## src/rtl/assert_macros.svh

```systemverilog
// ---------------------------------------------------------------------------
// assert_macros.svh
// Concurrent assertion helpers, clocked on clk with synchronous reset rst_n.
// ---------------------------------------------------------------------------
`ifndef ASSERT_MACROS_SVH
`define ASSERT_MACROS_SVH

// same-cycle implication
`define ASSERT_IMPL(label, ante, cons) \
  label: assert property (@(posedge clk) disable iff (!rst_n) (ante) |-> (cons)) \
    else $error("assertion failed");

// next-cycle implication
`define ASSERT_NEXT(label, ante, cons) \
  label: assert property (@(posedge clk) disable iff (!rst_n) (ante) |=> (cons)) \
    else $error("assertion failed");

`endif

```

## src/rtl/bic_pkg.sv

```systemverilog
// ---------------------------------------------------------------------------
// bic_pkg
// Types, register codes and helpers of the banked interrupt controller.
// ---------------------------------------------------------------------------
`default_nettype none

package bic_pkg;

  localparam int BANK_W  = 32;
  localparam int BIT_W   = $clog2(BANK_W);
  localparam int BASIC_W = 8;
  localparam int NUM_W   = 7;

  // request opcodes
  localparam logic [1:0] OP_SAMPLE = 2'd0;
  localparam logic [1:0] OP_READ   = 2'd1;
  localparam logic [1:0] OP_WRITE  = 2'd2;

  // register word offsets
  localparam logic [3:0] REG_BASIC_PEND = 4'd0;
  localparam logic [3:0] REG_BANK1_PEND = 4'd1;
  localparam logic [3:0] REG_BANK2_PEND = 4'd2;
  localparam logic [3:0] REG_BANK1_EN   = 4'd4;
  localparam logic [3:0] REG_BANK2_EN   = 4'd5;
  localparam logic [3:0] REG_BASIC_EN   = 4'd6;
  localparam logic [3:0] REG_BANK1_DIS  = 4'd7;
  localparam logic [3:0] REG_BANK2_DIS  = 4'd8;
  localparam logic [3:0] REG_BASIC_DIS  = 4'd9;

  // shortcut sources within each bank
  localparam logic [BANK_W-1:0] SC1_SRC_MASK = 32'h000c_0680; // bits 7,9,10,18,19
  localparam logic [BANK_W-1:0] SC2_SRC_MASK = 32'h43e0_0000; // bits 21-25,30

  typedef struct packed {
    logic [1:0]         op;
    logic [3:0]         reg_word;
    logic [31:0]        write_data;
    logic [BASIC_W-1:0] src_basic;
    logic [BANK_W-1:0]  src_bank1;
    logic [BANK_W-1:0]  src_bank2;
  } in_req_t;

  typedef struct packed {
    logic               en;
    logic [3:0]         reg_word;
    logic [31:0]        data;
  } wr_req_t;

  typedef struct packed {
    logic [BASIC_W-1:0] basic;
    logic [BANK_W-1:0]  bank1;
    logic [BANK_W-1:0]  bank2;
  } enables_t;

  typedef struct packed {
    logic [31:0]        read_data;
    logic               irq_out;
    logic               active_valid;
    logic [NUM_W-1:0]   active_number;
  } result_t;

  function automatic logic [BIT_W-1:0] low_bit(input logic [BANK_W-1:0] v);
    logic [BIT_W-1:0] res;
    res = '0;
    for (int i = BANK_W - 1; i >= 0; i--) begin
      if (v[i]) res = BIT_W'(i);
    end
    return res;
  endfunction

endpackage

`default_nettype wire

```

## src/rtl/bic_if.sv

```systemverilog
// ---------------------------------------------------------------------------
// bic_if
// Valid/ready channels for requests and results of the interrupt controller.
// ---------------------------------------------------------------------------
`default_nettype none

interface bic_in_if;
  import bic_pkg::*;
  logic               valid;
  logic               ready;
  logic [1:0]         op;
  logic [3:0]         reg_word;
  logic [31:0]        write_data;
  logic [BASIC_W-1:0] src_basic;
  logic [BANK_W-1:0]  src_bank1;
  logic [BANK_W-1:0]  src_bank2;

  modport source (output valid, op, reg_word, write_data, src_basic, src_bank1, src_bank2,
                  input ready);
  modport sink (input valid, op, reg_word, write_data, src_basic, src_bank1, src_bank2,
                output ready);
endinterface

interface bic_out_if;
  import bic_pkg::*;
  logic             valid;
  logic             ready;
  logic [31:0]      read_data;
  logic             irq_out;
  logic             active_valid;
  logic [NUM_W-1:0] active_number;

  modport source (output valid, read_data, irq_out, active_valid, active_number,
                  input ready);
  modport sink (input valid, read_data, irq_out, active_valid, active_number,
                output ready);
endinterface

`default_nettype wire

```

## src/rtl/banked_interrupt_controller_core.sv

```systemverilog
// ---------------------------------------------------------------------------
// banked_interrupt_controller_core
// Banked level interrupt controller: request register, decode, result register.
// ---------------------------------------------------------------------------
// Two register stages: request register, then result register. Throughput: one
//   request per cycle unless both are full and out_if.ready is low; a new request
//   is taken while a result waits as long as the request register is empty.
// Enable writes commit as the request moves to the result register.
// Reset (rst_n low, synchronous) clears both valid flags and all enables.
`default_nettype none
`include "assert_macros.svh"

module banked_interrupt_controller_core (
  input  wire logic clk,
  input  wire logic rst_n,
  bic_in_if.sink    in_if,
  bic_out_if.source out_if
);
  import bic_pkg::*;

  logic     req_valid_r, res_valid_r;
  in_req_t  req_r, req_nxt;
  result_t  res_r, res_c;
  enables_t en;
  wr_req_t  wr;
  logic     advance, in_fire;

  assign advance     = req_valid_r && (!res_valid_r || out_if.ready);
  assign in_if.ready = !req_valid_r || advance;
  assign in_fire     = in_if.valid && in_if.ready;

  assign req_nxt = '{op: in_if.op, reg_word: in_if.reg_word,
                     write_data: in_if.write_data, src_basic: in_if.src_basic,
                     src_bank1: in_if.src_bank1, src_bank2: in_if.src_bank2};

  assign wr = '{en: advance && (req_r.op == OP_WRITE), reg_word: req_r.reg_word,
                data: req_r.write_data};

  bic_enable_regs u_regs (
    .clk   (clk),
    .rst_n (rst_n),
    .wr    (wr),
    .en    (en)
  );

  bic_decode u_dec (
    .req (req_r),
    .en  (en),
    .res (res_c)
  );

  always_ff @(posedge clk) begin
    if (!rst_n) begin
      req_valid_r <= 1'b0;
      res_valid_r <= 1'b0;
    end else begin
      if (in_fire) begin
        req_valid_r <= 1'b1;
      end else if (advance) begin
        req_valid_r <= 1'b0;
      end
      if (advance) begin
        res_valid_r <= 1'b1;
      end else if (out_if.ready) begin
        res_valid_r <= 1'b0;
      end
    end
  end

  always_ff @(posedge clk) begin
    if (in_fire) req_r <= req_nxt;
    if (advance) res_r <= res_c;
  end

  assign out_if.valid         = res_valid_r;
  assign out_if.read_data     = res_r.read_data;
  assign out_if.irq_out       = res_r.irq_out;
  assign out_if.active_valid  = res_r.active_valid;
  assign out_if.active_number = res_r.active_number;

  `ASSERT_IMPL(a_irq_matches_active, out_if.valid, out_if.irq_out == out_if.active_valid)
  `ASSERT_IMPL(a_idle_number_zero, out_if.valid && !out_if.active_valid,
               out_if.active_number == '0)
  `ASSERT_NEXT(a_disable_all_bank1,
               wr.en && (wr.reg_word == REG_BANK1_DIS) && (&wr.data), en.bank1 == '0)
  `ASSERT_IMPL(a_stall_only_when_full, !in_if.ready,
               req_valid_r && res_valid_r && !out_if.ready)

endmodule

`default_nettype wire

```

## src/rtl/bic_enable_regs.sv

```systemverilog
// ---------------------------------------------------------------------------
// bic_enable_regs
// Enable state of the three banks, set and clear by write-one requests.
// ---------------------------------------------------------------------------
`default_nettype none

module bic_enable_regs (
  input  wire logic              clk,
  input  wire logic              rst_n,
  input  wire bic_pkg::wr_req_t  wr,
  output      bic_pkg::enables_t en
);
  import bic_pkg::*;

  enables_t en_r, en_nxt;

  always_comb begin
    en_nxt = en_r;
    if (wr.en) begin
      case (wr.reg_word)
        REG_BANK1_EN:  en_nxt.bank1 = en_r.bank1 | wr.data;
        REG_BANK2_EN:  en_nxt.bank2 = en_r.bank2 | wr.data;
        REG_BASIC_EN:  en_nxt.basic = en_r.basic | wr.data[BASIC_W-1:0];
        REG_BANK1_DIS: en_nxt.bank1 = en_r.bank1 & ~wr.data;
        REG_BANK2_DIS: en_nxt.bank2 = en_r.bank2 & ~wr.data;
        REG_BASIC_DIS: en_nxt.basic = en_r.basic & ~wr.data[BASIC_W-1:0];
        default:       en_nxt = en_r;
      endcase
    end
  end

  always_ff @(posedge clk) begin
    if (!rst_n) begin
      en_r <= '0;
    end else begin
      en_r <= en_nxt;
    end
  end

  assign en = en_r;

endmodule

`default_nettype wire

```

## src/rtl/bic_decode.sv

```systemverilog
// ---------------------------------------------------------------------------
// bic_decode
// Pending words, shortcut mapping, active interrupt decode and read mux.
// ---------------------------------------------------------------------------
`default_nettype none

module bic_decode (
  input  wire bic_pkg::in_req_t  req,
  input  wire bic_pkg::enables_t en,
  output      bic_pkg::result_t  res
);
  import bic_pkg::*;

  logic [BASIC_W-1:0] p0;
  logic [BANK_W-1:0]  p1, p2, rest1, rest2, sc1_w, sc2_w;
  logic [4:0]         sc1;
  logic [5:0]         sc2;
  logic [31:0]        basic;
  logic [BIT_W-1:0]   p0_low;
  logic [NUM_W-1:0]   num;

  assign p0    = req.src_basic & en.basic;
  assign p1    = req.src_bank1 & en.bank1;
  assign p2    = req.src_bank2 & en.bank2;
  assign sc1_w = p1 & SC1_SRC_MASK;
  assign sc2_w = p2 & SC2_SRC_MASK;
  assign rest1 = p1 & ~SC1_SRC_MASK;
  assign rest2 = p2 & ~SC2_SRC_MASK;
  assign sc1   = {p1[19], p1[18], p1[10], p1[9], p1[7]};
  assign sc2   = {p2[30], p2[25], p2[24], p2[23], p2[22], p2[21]};
  assign basic = {11'd0, sc2, sc1, |rest2, |rest1, p0};

  assign p0_low = low_bit({(BANK_W-BASIC_W)'(0), p0});

  // shortcuts map to their bank bits in ascending order, so the lowest
  // masked bank bit is the lowest shortcut
  always_comb begin
    num = '0;
    if (|p0) begin
      num = {2'd0, p0_low};
    end else if (|sc1) begin
      num = {2'd1, low_bit(sc1_w)};
    end else if (|sc2) begin
      num = {2'd2, low_bit(sc2_w)};
    end else if (|rest1) begin
      num = {2'd1, low_bit(p1)};
    end else if (|rest2) begin
      num = {2'd2, low_bit(p2)};
    end
  end

  always_comb begin
    res.read_data = '0;
    if (req.op == OP_READ) begin
      case (req.reg_word)
        REG_BASIC_PEND: res.read_data = basic;
        REG_BANK1_PEND: res.read_data = p1;
        REG_BANK2_PEND: res.read_data = p2;
        REG_BANK1_EN:   res.read_data = en.bank1;
        REG_BANK2_EN:   res.read_data = en.bank2;
        REG_BASIC_EN:   res.read_data = {(32-BASIC_W)'(0), en.basic};
        default:        res.read_data = '0;
      endcase
    end
    res.irq_out       = (|p0) | (|p1) | (|p2);
    res.active_valid  = |basic;
    res.active_number = num;
  end

endmodule

`default_nettype wire
```

## src/flat_wrapper.sv

```systemverilog
// flat-port wrapper written by rule: the top's interface ports become plain ports
module banked_interrupt_controller_core_flat import bic_pkg::*;
  (clk, rst_n, in_if_valid, in_if_op, in_if_reg_word, in_if_write_data, in_if_src_basic, in_if_src_bank1, in_if_src_bank2, in_if_ready, out_if_valid, out_if_read_data, out_if_irq_out, out_if_active_valid, out_if_active_number, out_if_ready);
  bic_in_if in_if_i ();
  bic_out_if out_if_i ();
  input  wire logic clk;
  input  wire logic rst_n;
  input wire logic [$bits(in_if_i.valid)-1:0] in_if_valid;
  input wire logic [$bits(in_if_i.op)-1:0] in_if_op;
  input wire logic [$bits(in_if_i.reg_word)-1:0] in_if_reg_word;
  input wire logic [$bits(in_if_i.write_data)-1:0] in_if_write_data;
  input wire logic [$bits(in_if_i.src_basic)-1:0] in_if_src_basic;
  input wire logic [$bits(in_if_i.src_bank1)-1:0] in_if_src_bank1;
  input wire logic [$bits(in_if_i.src_bank2)-1:0] in_if_src_bank2;
  output wire logic [$bits(in_if_i.ready)-1:0] in_if_ready;
  output wire logic [$bits(out_if_i.valid)-1:0] out_if_valid;
  output wire logic [$bits(out_if_i.read_data)-1:0] out_if_read_data;
  output wire logic [$bits(out_if_i.irq_out)-1:0] out_if_irq_out;
  output wire logic [$bits(out_if_i.active_valid)-1:0] out_if_active_valid;
  output wire logic [$bits(out_if_i.active_number)-1:0] out_if_active_number;
  input wire logic [$bits(out_if_i.ready)-1:0] out_if_ready;
  assign in_if_i.valid = in_if_valid;
  assign in_if_i.op = in_if_op;
  assign in_if_i.reg_word = in_if_reg_word;
  assign in_if_i.write_data = in_if_write_data;
  assign in_if_i.src_basic = in_if_src_basic;
  assign in_if_i.src_bank1 = in_if_src_bank1;
  assign in_if_i.src_bank2 = in_if_src_bank2;
  assign in_if_ready = in_if_i.ready;
  assign out_if_valid = out_if_i.valid;
  assign out_if_read_data = out_if_i.read_data;
  assign out_if_irq_out = out_if_i.irq_out;
  assign out_if_active_valid = out_if_i.active_valid;
  assign out_if_active_number = out_if_i.active_number;
  assign out_if_i.ready = out_if_ready;
  banked_interrupt_controller_core u_core (.clk(clk), .rst_n(rst_n), .in_if(in_if_i), .out_if(out_if_i));
endmodule
```

## config.mk

```make
export PLATFORM = sky130hd
export DESIGN_NAME = banked_interrupt_controller_core_flat
export DESIGN_NICKNAME = d
export VERILOG_FILES = /design/src/rtl/bic_pkg.sv /design/src/rtl/bic_if.sv /design/src/rtl/banked_interrupt_controller_core.sv /design/src/rtl/bic_enable_regs.sv /design/src/rtl/bic_decode.sv /design/src/flat_wrapper.sv
export VERILOG_INCLUDE_DIRS = /design/src /design/src/rtl
export SDC_FILE = /design/constraint.sdc
export NUM_CORES = 1
export LEC_CHECK = 0
export BUFFER_PORTS_ARGS = -buffer_cell sky130_fd_sc_hd__buf_4
export CAP_MARGIN = 40
export CORE_ASPECT_RATIO = 0.8
export CORE_UTILIZATION = 61
export DETAILED_ROUTE_END_ITERATION = 8
export GPL_TIMING_DRIVEN = 0
export PLACE_DENSITY = 0.85
export SETUP_SLACK_MARGIN = 0.15
export SLEW_MARGIN = 20
export SYNTH_ARGS = -nofsm -noshare
export SYNTH_HDL_FRONTEND = slang
export SYNTH_SLANG_ARGS = --single-unit
```

## constraint.sdc

```tcl
create_clock -name clk -period 7.7 [get_ports clk]
set_clock_uncertainty 0.1 [all_clocks]
set_input_delay 0.77 -clock clk [delete_from_list [all_inputs] [get_ports clk]]
set_output_delay 0.77 -clock clk [all_outputs]
set_load 0.005 [all_outputs]
```

==> flow_summary.toml, run 1 <==
[final_layout]
fin_cells = 1226
fillers = 1023
antenna_cells = 0
nets = 1114
syn_to_final_growth_pct = 22.84
drive_gt1_share_pct = 21.16

[power_and_ir_drop]
swShare_pct = 22.18
sequentialPowerShare_pct = 53.8
p_clk_share_pct = 40.4
power_density_mw_per_mm2 = 218.2
p_sw_uw = 571.5
ir_worst_vdd_mv = 0.2165
p_int_mw = 2.005
p_leak_nw = 4.303
p_comb_share_pct = 5.8

[global_route]
antenna_found_initial = 0
grt-ovfl-total = 0
first_global_vias = 8243
grt_first_pass_wirelength_mm = 46.61
grt_max_degree = 59
grt_usage_pct = 38.69

[die]
num_rows = 40
io_pins = 157
core_mm2 = 0.01521
fp.dieW_um = 142.4
start_util_pct = 63.18
die_h_um = 114.3
die_area_mm2 = 0.01627

[clocking]
cts_tree = "built"
cts_root_buf = "clkbuf_16"
postCtsHoldBufs = 0
htree_levels = 1
cts_buffer_depth = 3
cts_resized = 0
cts.sinks = 225
cts_buffers = 22
clkTransAtPathRegs_ns = 0.06
clk-insertion-delay-late_ns = 0.51
postCtsSetupBuffers = 0

[synth]
ys_types = 49
syn_inst = 817
synth_edf_count = 151
synth_area_leaders = "edfxtp_1 (47%), dfxtp_1 (15%), a211oi_1 (5.9%)"
synth-simple-area-share_pct = 9.384
synth_top_family_by_area = "compound AO/OA/AOI/OAI gates"
synth_flop_cell = "edfxtp_1"
synth_nets = 931
synth_common_cells = "edfxtp_1 (151), a21oi_1 (104), a211oi_1 (75), dfxtp_1 (74), nand2_1 (74)"
synth_most_common_cell = "edfxtp_1"
async_reset_ff_share_pct = 0
synth_top_area_share_pct = 47.17
ys_seq_area_share_pct = 62.58
synthAdderAreaFrac_pct = 0
synth.cell_area_mm2 = 0.009613
syn_area_per_cell_um2 = 11.77
synthXorXnorAreaFrac_pct = 0
synth_top_cell_by_area = "edfxtp_1"
synth_warnings = 0
synth_compound_area_share_pct = 26.16
ys_ff_latch = 225
synthMuxAreaShare_pct = 0

[worst_setup_path]
cp_max_fo = 23
endpoint_kind = "flop"
cp-start-kind = "flop"
worstPathRequired_ns = 7.95
path_class = "flop to flop"
arrival_ns = 3.68

[timing]
period_share_pct = 44.51
final_hold_viol_count = 0
worstMarginPinSlew_ns = 1.087
rsz0062_at_grt = "false"
setup_viol = 0
finalMaxSlewViolations = 0
fmax_mhz = 291.8
layout_min_cycle_time_ns = 3.427
fin_setup_tns_ns = 0
max-slew-margin-rel_pct = 27.56

[route]
ant_nets = 0
avgRoutedWirePerCell_um = 25.24
wl_mm = 30.94
drt_iter0_drc = 1299
drc = 0
vias = 8653
drtPass1Iterations = 8
viasPerCell = 7.058

[placed_design]
hpwl_mm = 22.01
routabilityCongestion = 0.9792
dpl.cell_count = 1186
portBuffers = 156

[run_status]
status = "finished clean"

[hold_path]
hold_path_class = "input port to flop"

[flow_run]
max_cap_violations = 0
[cell type report]
type,instances,area [um2],area share (%)
Sequential cell,225,6016,50.94
Multi-Input combinational cell,547,3427,29.02
Clock buffer,30,611.8,5.181
Clock inverter,10,80.08,0.6781
Buffer,41,165.2,1.399
Tap cell,210,262.8,2.225
Timing Repair Buffer,159,1231,10.43
Inverter,4,15.01,0.1271
[cells in the final DEF (no fill, tap or decap), drive strengths merged, types with 7 or more instances in the layout]
master,count
nand4,11
nand3,32
edfxtp,151
nand2,75
nor3,10
and2,9
a22oi,49
a21o,28
o211ai,7
buf,169
a211oi,75
nor4,7
nor2,25
clkbuf,61
dfxtp,74
a21oi,105
a31oi,24
a22o,7
a222oi,7
a32oi,34
clkinv,7
o21ai,9
[per-stage QoR]
| step | power (mW) | util, % | cell area [um2] | worst slack [ns] | hold slack (ns) |
|---|---|---|---|---|---|
| 2_1_floorplan | 1.452 | - | 9613 | 3.365 | 0.3778 |
| 3_3_place_gp | 1.550 | 72.61 | 11050 | 1.140 | 0.3909 |
| 3_5_place_dp | 1.553 | 73.07 | 11120 | 3.984 | 0.4058 |
| 4_1_cts | 2.575 | 77.62 | 11810 | 4.357 | 0.3249 |
| 5_1_grt | 2.636 | 77.62 | 11810 | 4.165 | 0.3234 |
| 6_report | 2.577 | 77.62 | 11810 | 4.273 | 0.3315 |
[final timing paths]
kind	from	to	slack (ns)	cells past startpoint
max reg2reg	u_core.out_if.valid$_SDFFE_PN0P_	flop	4.27	8
min reg2reg	u_core.req_r[100]$_DFFE_PP_	flop	0.41	1
min	in_if_write_data[10]	u_core.req_r[82]$_DFFE_PP_	0.33	1
max	u_core.out_if.valid$_SDFFE_PN0P_	flop	4.27	8
[metal layers]
metal	vias up	global-route usage [%]	wire, um
li1	3699	-	-
met3	122	8.825	3925
met4	0	16.70	1279
met2	717	58.24	13580
met1	4115	54.23	12160
met5	-	0	0
[power by group through the flow]
stage / Clock (mW) / Combinational, mW / Sequential, mW
after global routing: 1.09 / 0.157 / 1.39
final: 1.04 / 0.149 / 1.39
after global placement: 0 / 0.137 / 1.41
after detailed placement: 0 / 0.145 / 1.41
after floorplan: 0 / 0.0537 / 1.40
after CTS: 1.05 / 0.147 / 1.38
[cells by family (layout without fill, tap and decap cells)]
group,Yosys count,in the layout
buf+inv,45,244
simple gates,184,184
compound gates,363,363
flops,225,225
[critical path, stage by stage, from the launching register on]
cell      delay [ns]
dfxtp_1         0.32
nor2b_1         0.19
nor2b_4         0.61
buf_16          0.25
nand3b_1        0.20
nand3b_1        0.24
nor3_1          0.73
buf_2           0.44
a211oi_1        0.17
Note: power is estimated with default switching activity, not from simulation.
==> inputs of run 2 (changes only) <==
--- a/config.mk
+++ b/config.mk
@@ -9,10 +9,10 @@
 export BUFFER_PORTS_ARGS = -buffer_cell sky130_fd_sc_hd__buf_4
 export CAP_MARGIN = 40
 export CORE_ASPECT_RATIO = 0.8
-export CORE_UTILIZATION = 61
+export CORE_UTILIZATION = 51
 export DETAILED_ROUTE_END_ITERATION = 8
 export GPL_TIMING_DRIVEN = 0
-export PLACE_DENSITY = 0.85
+export PLACE_DENSITY = 0.76
 export SETUP_SLACK_MARGIN = 0.15
 export SLEW_MARGIN = 20
 export SYNTH_ARGS = -nofsm -noshare
==> constraint.sdc (replaced) <==
create_clock -name clk -period 2.9 [get_ports clk]
set_clock_uncertainty 0.1 [all_clocks]
set_input_delay 0.29 -clock clk [delete_from_list [all_inputs] [get_ports clk]]
set_output_delay 0.29 -clock clk [all_outputs]
set_load 0.005 [all_outputs]
==> flow_summary.toml, run 2 (synthesis gave the netlist of run 1 again) <==
[final_layout]
nets = 1232
fin_cells = 1386
antenna_cells = 0
syn_to_final_growth_pct = 37.13
fillers = 1266
drive_gt1_share_pct = 21.36
layout_commonest_cell = "buf_4"
seq_area_mm2 = 0.006016
postLayoutCellArea_mm2 = 0.01318
multi_input_area_mm2 = 0.003488
final_cell_mix = "buf_4 (163), edfxtp_1 (151), dlygate4sd3_1 (111)"

[placed_design]
hpwl_mm = 21.26
dpl.cell_count = 1228
dpl-instance-area_mm2 = 0.01117
portBuffers = 156
routabilityCongestion = 0.9615

[worst_setup_path]
r2r_setup_slack_ns = 0.17
cp-start-kind = "flop"
reg2reg_from = "u_core.req_r[104]$_DFFE_PP_"
r2r_cells = 6
cp_max_fo = 10
worstPathRequired_ns = 3.11
r2r-end = "u_core.out_if.read_data[2]$_SDFFCE_PP0P_"
path_class = "flop to flop"
arrival_ns = 2.95
endpoint_kind = "flop"

[route]
drtPass1Iterations = 6
drc = 0
ant_nets = 0
viasPerCell = 6.483
drt_iter0_drc = 1244
wl_mm = 32.85
avgRoutedWirePerCell_um = 23.70
vias = 8986

[timing]
layout_min_cycle_time_ns = 2.731
finalMaxSlewViolations = 0
period_share_pct = 94.19
rsz0062_at_grt = "true"
setup_viol = 0
worstMarginPinSlew_ns = 0.8714
max-slew-margin-rel_pct = 41.91
fmax_mhz = 366.1
final_hold_viol_count = 0

[power_and_ir_drop]
power_density_mw_per_mm2 = 555.2
ir_worst_vdd_mv = 0.4026
p_sw_mw = 1.611
p_clk_share_pct = 42.4
p_leak_nw = 4.870
p_int_mw = 5.707
swShare_pct = 22.01
sequentialPowerShare_pct = 50.3
p_comb_share_pct = 7.3

[flow_run]
max_cap_violations = 0

[global_route]
grtUsageMet2_pct = 52.99
grt-busiest-layer = "met2"
grtUsageMet1_pct = 46.69
grt_first_pass_wirelength_mm = 49.25
grt-ovfl-total = 0
first_global_vias = 8633
antenna_found_initial = 0
grt_max_degree = 60
grt_usage_pct = 33.62
grt_use_met3_pct = 6.054

[die]
die_area_mm2 = 0.01941
die_h_um = 124.8
core_mm2 = 0.01828
num_rows = 44
io_pins = 157
start_util_pct = 52.59
fp.dieW_um = 155.5

[hold_path]
hold_path_depth = 4
worstHoldStart = "out_if_ready"
hold_path_class = "input port to flop"
min_to = "u_core.out_if.valid$_SDFFE_PN0P_"

[clocking]
cts_tree = "built"
clkTransAtPathRegs_ns = 0.06
cts_root_buf = "clkbuf_16"
clk-insertion-delay-late_ns = 0.52
cts_buffer_depth = 3
cts_buffers = 22
cts.sinks = 225
htree_levels = 1

[run_status]
status = "finished clean"
==> run 2: cell type report <==
type	count	area share, %
Clock inverter	14	1.376
Tap cell	253	2.401
Sequential cell	225	45.63
Multi-Input combinational cell	548	26.46
Timing Repair Buffer	276	18.13
Clock buffer	25	4.575
Buffer	41	1.310
Inverter	4	0.1139
==> run 2: repair_timing <==
action                     CTS  global route
hold endpoints to repair   111             0
gates resized for setup      4            18
setup endpoints to repair   76            74
hold buffers               111             0
buffers inserted             3             4
gates cloned                 1             0
pin swaps                    1             4
==> run 2: critical path, stage by stage, from the launching register on <==
cell      delay [ns]
edfxtp_1        0.36
clkbuf_1        0.24
nand2b_1        0.32
nor3_1          0.29
clkbuf_1        0.69
a32oi_1         0.21
a31oi_1         0.32
==> run 2: worst max path at each step <==
stage	startpoint	to	slack [ns]	depth (start not counted)
after floorplan	u_core.out_if.valid$_SDFFE_PN0P_	flop	0.34	7
after global placement	u_core.out_if.valid$_SDFFE_PN0P_	flop	-0.65	6
after detailed placement	u_core.out_if.valid$_SDFFE_PN0P_	flop	-0.38	7
after CTS	u_core.out_if.valid$_SDFFE_PN0P_	flop	0.19	8
after global routing	u_core.out_if.valid$_SDFFE_PN0P_	flop	0.14	7
final	u_core.req_r[104]$_DFFE_PP_	u_core.out_if.read_data[2]$_SDFFCE_PP0P_	0.17	6
==> run 2: metrics by stage <==
| stage | worst slack, ns | hold WS (ns) | power, mW | setup TNS (ns) | utilization (%) |
|---|---|---|---|---|---|
| 6_report | 0.1685 | 0.1018 | 7.319 | 0 | 72.12 |
| 5_1_grt | 0.1414 | 0.1460 | 7.498 | 0 | 72.12 |
| 2_1_floorplan | 0.3415 | 0.2889 | 3.850 | 0 | - |
| 4_1_cts | 0.1897 | 0.07430 | 7.298 | 0 | 71.77 |
| 3_5_place_dp | -0.3793 | 0.3693 | 4.121 | -13.52 | 61.09 |
| 3_3_place_gp | -0.6543 | 0.3687 | 4.113 | -44.11 | 60.78 |
==> run 2: layer usage <==
metal	part of all wire [%]	vias up
met5	0	-
li1	-	3935
met4	3.2	0
met1	40	4257
met2	46	698
met3	11	96
==> run 2: power groups by stage <==
| stage | registers, mW | clock network [mW] | logic [mW] |
|---|---|---|---|
| 3_3_place_gp | 3.74 | 0 | 0.368 |
| 2_1_floorplan | 3.71 | 0 | 0.144 |
| 4_1_cts | 3.67 | 3.11 | 0.512 |
| 6_report | 3.68 | 3.10 | 0.533 |
| 3_5_place_dp | 3.74 | 0 | 0.382 |
| 5_1_grt | 3.69 | 3.25 | 0.560 |
==> inputs of run 3 (changes only) <==
==> constraint.sdc (replaced) <==
create_clock -name clk -period 2.9 [get_ports clk]
set_clock_uncertainty 0.1 [all_clocks]
set_input_delay 0.58 -clock clk [delete_from_list [all_inputs] [get_ports clk]]
set_output_delay 0.58 -clock clk [all_outputs]
set_load 0.005 [all_outputs]
==> flow_summary.toml, run 3 (synthesis gave the netlist of run 1 again) <==
[global_route]
grt_usage_pct = 30.71
grt_max_degree = 60
grt_first_pass_wirelength_mm = 45.04
grt-ovfl-total = 0
grt_use_met3_pct = 6.054
grtUsageMet1_pct = 44.62
grtUsageMet2_pct = 45.92
first_global_vias = 7913
grt-busiest-layer = "met2"
antenna_found_initial = 0

[route]
drtPass1Iterations = 6
wl_mm = 30.14
drc = 0
drt_iter0_drc = 1110
vias = 8407
viasPerCell = 6.599
ant_nets = 0
avgRoutedWirePerCell_um = 23.66

[die]
die_h_um = 124.8
die_area_mm2 = 0.01941
num_rows = 44
fp.dieW_um = 155.5
core_mm2 = 0.01828
io_pins = 157
start_util_pct = 52.59

[worst_setup_path]
r2r_setup_slack_ns = 0.08
cp_max_fo = 10
cp-start-kind = "flop"
path_class = "flop to flop"
r2r_cells = 6
arrival_ns = 3.04
worstPathRequired_ns = 3.11
reg2reg_from = "u_core.req_r[104]$_DFFE_PP_"
r2r-end = "u_core.out_if.read_data[20]$_SDFFCE_PP0P_"
endpoint_kind = "flop"

[clocking]
clk-insertion-delay-late_ns = 0.52
postCtsHoldBufs = 0
cts_tree = "built"
cts.sinks = 225
cts_buffers = 22
cts_buffer_depth = 3
clkTransAtPathRegs_ns = 0.07
cts_root_buf = "clkbuf_16"
htree_levels = 1

[placed_design]
portBuffers = 156
hpwl_mm = 21.26
dpl.cell_count = 1228
routabilityCongestion = 0.9615
place_worst_setup_slack_ns = -0.6548
dpl-instance-area_mm2 = 0.01117

[power_and_ir_drop]
total_power_mw = 7.155
p_leak_nw = 4.388
power_density_mw_per_mm2 = 593.4
ir_worst_vdd_mv = 0.4445

[hold_path]
min_to = "u_core.req_r[65]$_DFFE_PP_"
hold_path_class = "input port to flop"
worstHoldStart = "in_if_src_basic[1]"
hold_path_depth = 1

[final_layout]
fin_cells = 1274
final_cell_mix = "buf_4 (162), edfxtp_1 (151), a21oi_1 (104)"
syn_to_final_growth_pct = 25.45
antenna_cells = 0
drive_gt1_share_pct = 23.21
fin_util_pct = 65.98
nets = 1120
layout_commonest_cell = "buf_4"
postLayoutCellArea_mm2 = 0.01206

[timing]
max-slew-margin-rel_pct = 40.26
worst_slack_ns = 0.07757
finalMaxSlewViolations = 0
fmax_mhz = 354.3
period_share_pct = 97.33
final_hold_viol_count = 0
rsz0062_at_grt = "true"
worstMarginPinSlew_ns = 0.8961
setup_viol = 0
layout_min_cycle_time_ns = 2.822

[run_status]
status = "finished clean"

[flow_run]
max_cap_violations = 0
[run 3: final cells by class]
class | instances | area (um2)
timing repair buffer | 164 | 1271
clock inverter | 14 | 181.4
multi-input combinational | 548 | 3488
clock buffer | 25 | 603.1
fill | 1449 | 6218
inverter | 4 | 15.01
tap | 253 | 316.6
buffer | 41 | 167.7
sequential | 225 | 6016
[run 3: worst max-delay path by stage]
| stage | startpoint | to | slack, ns | cells past startpoint |
|---|---|---|---|---|
| finish | u_core.req_r[104]$_DFFE_PP_ | u_core.out_if.read_data[20]$_SDFFCE_PP0P_ | 0.08 | 6 |
| global route | u_core.req_r[104]$_DFFE_PP_ | u_core.out_if.read_data[23]$_SDFFCE_PP0P_ | -0.001 | 6 |
| CTS | u_core.out_if.valid$_SDFFE_PN0P_ | flop | 0.19 | 8 |
| detailed placement | out_if_ready | flop | -0.65 | 8 |
| global placement | out_if_ready | flop | -0.93 | 7 |
| floorplan | out_if_ready | flop | 0.16 | 7 |
[run 3: routing by layer]
layer / up-vias / part of all wire (%)
li1: 3725 / -
met1: 3977 / 41
met2: 623 / 44
met3: 82 / 12
met4: 0 / 2.8
met5: - / 0
[run 3: stage by stage]
step           setup TNS (ns)  hold WS (ns)
2_1_floorplan               0        0.3832
3_3_place_gp           -93.44        0.4011
4_1_cts                     0        0.1260
6_report                    0        0.1317
5_1_grt             -0.002195        0.1293
3_5_place_dp           -31.01        0.4032
[run 3: power by group]
part           switching [mW]  total (mW)  internal (mW)
clock network            1.22        3.08           1.85
logic                   0.208       0.399          0.191
registers               0.117        3.68           3.56
[run 3: what timing repair did]
action | 4_1_cts | 5_1_grt
pin swaps | 1 | 4
endpoints found under the setup margin | 76 | 60
gates cloned | 1 | 0
gates resized for setup | 4 | 12
buffers inserted | 3 | 3
[run 3: worst max-delay path, stage by stage (launching register included)]
cell and delay (ns):
edfxtp_1 0.32, clkbuf_1 0.35, nand2b_1 0.22, nor2_1 0.47
buf_1 0.70, a32oi_1 0.14, a31oi_1 0.33
